## src/rtl/core/tsib_ram.sv

```systemverilog
// Generic single-write, single-read synchronous RAM with registered read data.
// No dependencies.
`default_nettype none

module tsib_ram #(
    parameter int WIDTH = 48,
    parameter int DEPTH = 32
) (
    input  wire logic                     aclk,
    input  wire logic                     we,
    input  wire logic [$clog2(DEPTH)-1:0] waddr,
    input  wire logic [WIDTH-1:0]         wdata,
    input  wire logic [$clog2(DEPTH)-1:0] raddr,
    output logic      [WIDTH-1:0]         rdata
);

    logic [WIDTH-1:0] mem [DEPTH];

    always_ff @(posedge aclk) begin
        if (we) begin
            mem[waddr] <= wdata;
        end
        rdata <= mem[raddr];
    end

endmodule

`default_nettype wire

```

## config.mk

```make
export PLATFORM = sky130hd
export DESIGN_NAME = tsib_ram
export DESIGN_NICKNAME = d
export VERILOG_FILES = /design/src/rtl/core/tsib_ram.sv
export SDC_FILE = /design/constraint.sdc
export NUM_CORES = 1
export LEC_CHECK = 0
export BUFFER_PORTS_ARGS = -buffer_cell sky130_fd_sc_hd__buf_2
export CORE_MARGIN = 5
export CORE_UTILIZATION = 55
export CTS_CLUSTER_DIAMETER = 120
export DETAILED_ROUTE_END_ITERATION = 7
export PLACE_DENSITY_LB_ADDON = 0.2
export SYNTH_ARGS = -nofsm -noshare
export SYNTH_HDL_FRONTEND = slang
export SYNTH_SLANG_ARGS = --single-unit
```

## constraint.sdc

```tcl
create_clock -name aclk -period 11.3 [get_ports aclk]
set_input_delay 2.825 -clock aclk [delete_from_list [all_inputs] [get_ports aclk]]
set_output_delay 2.825 -clock aclk [all_outputs]
set_load 0.02 [all_outputs]
```

### Yosys cells after proc, flatten, opt, wreduce, memory -nomap -nowiden

Memory sizes are Yosys's and may differ from the RTL's. A register that Yosys moved wholly into a read port is not among the register bits.
Cells that the tools add are included.
W data, S select, Z words.

* latch bits: 0
* word-level logic and storage cells: 3
* input bits: 60
* RAM bits: 1536
* output and inout bits: 48
* bits in read-only memories: 0
* memories: 1
* register bits: 0

Memories
* mem: depth 32, width 48, rd ports 1, clocked after Yosys merged registers in 1, wr ports 1, line 17 `logic [WIDTH-1:0] mem [DEPTH];`

* divide/modulo/power cells: 0
* bitwise gates (word level): 0
* muxes and demuxes: 2
* reduce and logical (&&, ||, !) cells: 0
* $lt $le $gt $ge: 0
* eq/ne operators: 0
* shifts and indexed selects: 0
* $mul: 0
* $add $sub $neg: 0

Operators with widths (count)
* $mux W1: 2

### Depth between registers and ports, before layout

* word-level depth: 2
* depth in mapped cells: 8
* gate-level depth less buffers: 5

### Least setup slack after synthesis

OpenSTA, ideal clock, no wires.

* path kind: input to register
* from: input port waddr[1]
* to: memory mem[12][0], enable pin
* path buffers: 1
* setup slack: 5.347 ns
* cell stages on the path: 3
* arrival time: 5.499 ns
* cells stage by stage: or3b_2 -> clkbuf_1 -> nor2_1

RTL lines
* start, declared: line 11 `input wire logic [$clog2(DEPTH)-1:0] waddr,`
* end, declared: line 17

Straight into the memory's write port.

==> impl_metrics.env <==
export IMPL_post_drt_wl_per_cell_um=29.4
export IMPL_avgSynthCellArea_um2=18.1
export IMPL_drt_pass1_iter_count=7
export IMPL_finalSetupViolations=0
export IMPL_die_h_um=342
export IMPL_critPathMaxFanout=43
export IMPL_synth_edf_count=1536
export IMPL_timing_fmax_ghz=0.184
export IMPL_synth_compound_area_share_pct=4.85
export IMPL_first_global_vias=31587
export IMPL_antenna_found_initial=7
export IMPL_final_nets=3558
export IMPL_initial_core_util_pct=55.6
export IMPL_crit_path_start_kind="input port"
export IMPL_synth_common_cells="edfxtp_1, mux2i_1, nand2_1, nand3_1"
export IMPL_synthTopCellsByArea="edfxtp_1, mux2i_1, a22oi_1"
export IMPL_synthArstFlopShare_pct=0
export IMPL_num_vias=31975
export IMPL_ir_worst_vdd_uv=138
export IMPL_clock_path_buffers=3
export IMPL_clockRootBuffer="clkbuf_16"
export IMPL_num_fill_cells=7840
export IMPL_maxSlewViolCount=0
export IMPL_ys_seq_elements=1584
export IMPL_finalHoldViolations=0
export IMPL_grt_overflow=0
export IMPL_drc=0
export IMPL_post_cts_resized=0
export IMPL_final_util_pct=62.0
export IMPL_finalWirelength_mm=150
export IMPL_synth_xor_area_share_pct=0
export IMPL_fin_crit_sh_pct=48.1
export IMPL_slew_limit_headroom_pct=13.7
export IMPL_endpoint_kind="flip-flop"
export IMPL_ctsHoldBuffers=0
export IMPL_yosysMostFrequentCell="edfxtp_1"
export IMPL_synth_fp_nets=3424
export IMPL_hold_path_class="reg2reg"
export IMPL_drt_iter0_drc=3624
export IMPL_dp_hpwl_mm=77.5
export IMPL_clock_sinks=1584
export IMPL_seq_area_um2=47100
export IMPL_io_buffers=107
export IMPL_synth_flop_cell="edfxtp_1"
export IMPL_gp_congestion=0.803
export IMPL_die_width_um=342
export IMPL_critPathRequiredTime_ns=11.90
export IMPL_detail_route_antenna_nets=0
export IMPL_synthToLayoutAreaGrowth_pct=11.6
export IMPL_synthAdderAreaFrac_pct=0
export IMPL_cp_arrival_ns=6.04
export IMPL_power_mw=12.3
export IMPL_cts_tree="yes"
export IMPL_path_clk_slew_ns=0.06
export IMPL_synth_seq_area_share_pct=77.5
export IMPL_period_minus_slack_ns=5.44
export IMPL_status="finished, final reports clean"
export IMPL_synth_cell_types=26
export IMPL_multiInputGateArea_um2=12700
export IMPL_h_tree_depth=4
export IMPL_num_rows=121
export IMPL_yosys_area_top_type="edfxtp_1"
export IMPL_rsz0062_at_grt="no"
export IMPL_via_per_inst=6.26
export IMPL_placedCellCount=4817
export IMPL_dieArea_um2=117000
export IMPL_stdcell_count=5106
export IMPL_synthMuxAreaShare_pct=12.7
export IMPL_critical_path_class="in2reg"
export IMPL_worstMarginPinSlew_ns=1.29
export IMPL_netlist_instances=3364
export IMPL_yosys_area_share_simple_pct=2.89
export IMPL_fin_skew_ns=0.0322
export IMPL_yosys_warnings=0
export IMPL_tns_ns=0
export IMPL_syn_area_um2=60700
export IMPL_grt_start_max_net_pins=147
export IMPL_clk_latency_ns=0.76
export IMPL_cts_buffers_inserted=155
export IMPL_grt_total_usage_pct=25.4
export IMPL_synth_top_area_share_pct=76.0
export IMPL_grt_pass1_wl_mm=216
export IMPL_synth_top_family_by_area="multiplexers"
export IMPL_ioPinCount=108
export IMPL_post_cts_setup_buffers=0
export IMPL_maxCapViolCount=0
export IMPL_core_um2=109000
export IMPL_power_leakage_nw=23.6
export IMPL_p_per_area_nw_per_um2=182
export IMPL_drive_above_1_share_pct=12.1
## per-layer routing
layer  part of all wire, %  GRT usage (%)
met3                    10           6.48
met4                   2.2           6.57
met2                    46           38.9
met1                    42           37.0
met5                 0.067          0.250
## cells in the final DEF (no fill, tap or decap), drive strengths merged
| cell type | instances |
|---|---|
| edfxtp | 1536 |
| mux2i | 768 |
| clkbuf | 204 |
| buf | 168 |
| nand3 | 146 |
| nand2 | 146 |
| a22oi | 144 |
| a21oi | 144 |
| a22o | 96 |
| clkinv | 61 |
| nor3 | 48 |
| a31oi | 48 |
| dfxtp | 48 |
| nor2 | 34 |
| bufinv | 14 |
| inv | 7 |
| nand3b | 5 |
| or3b | 3 |
| nand2b | 2 |
| clkinvlp | 2 |
| diode | 1 |
| and2b | 1 |
| nor2b | 1 |
| and2 | 1 |
| or2 | 1 |
| or3 | 1 |
## state kept, by name, summed over array words and instances, names as in the netlist
| name | count |
|---|---|
| rdata | 48 |
| mem | 1536 |
## report_power, final
group	internal (mW)	switching [mW]	total [mW]
Clock	2.98	2.14	5.11
Sequential	6.53	0.0379	6.57
Combinational	0.189	0.443	0.632
Total	9.70	2.62	12.3
## through the flow
step / hold WS [ns] / setup WS, ns / area, um^2
after CTS: 0.609 / 5.95 / 67800
after global placement: 0.578 / 5.06 / 62700
after global routing: 0.645 / 5.78 / 67800
after detailed placement: 0.587 / 5.15 / 62700
final: 0.594 / 5.86 / 67800
after floorplan: 0.554 / 5.35 / 60700
## critical path, cell delays in order
cell and delay (ns):
buf_2 0.14, nor2b_4 1.03, buf_4 0.59, buf_4 0.64
a22oi_1 0.15, a31oi_1 0.46, nand3_1 0.12
## path summary, 6_finish.rpt
check	startpoint	endpoint	slack [ns]	cells after the start
worst max register to register	mem[0][41]$_DFFE_PP_	rdata[41]$_DFF_P_	9.71	5
worst max-delay path	raddr[2]	rdata[7]$_DFF_P_	5.86	7
worst min register to register	mem[26][15]$_DFFE_PP_	rdata[15]$_DFF_P_	0.59	4
worst min-delay path	mem[26][15]$_DFFE_PP_	rdata[15]$_DFF_P_	0.59	4
## layout make-up
type | count | share of cell area [%]
antenna | 1 | 0.00369
clock buffer | 204 | 6.25
clock inverter | 84 | 1.28
multi-input combinational | 1589 | 18.7
sequential | 1584 | 69.5
tap | 1476 | 2.72
timing repair buffer | 168 | 1.59
## logic make-up (layout without fill, tap and decap cells)
| kind of cell | Yosys count | in the layout |
|---|---|---|
| compound gates | 432 | 432 |
| buf+inv | 191 | 456 |
| flops | 1584 | 1584 |
| mux | 768 | 768 |
| other cells | 0 | 1 |
| simple gates | 389 | 389 |
No activity file was read; power rests on OpenSTA's default activity.
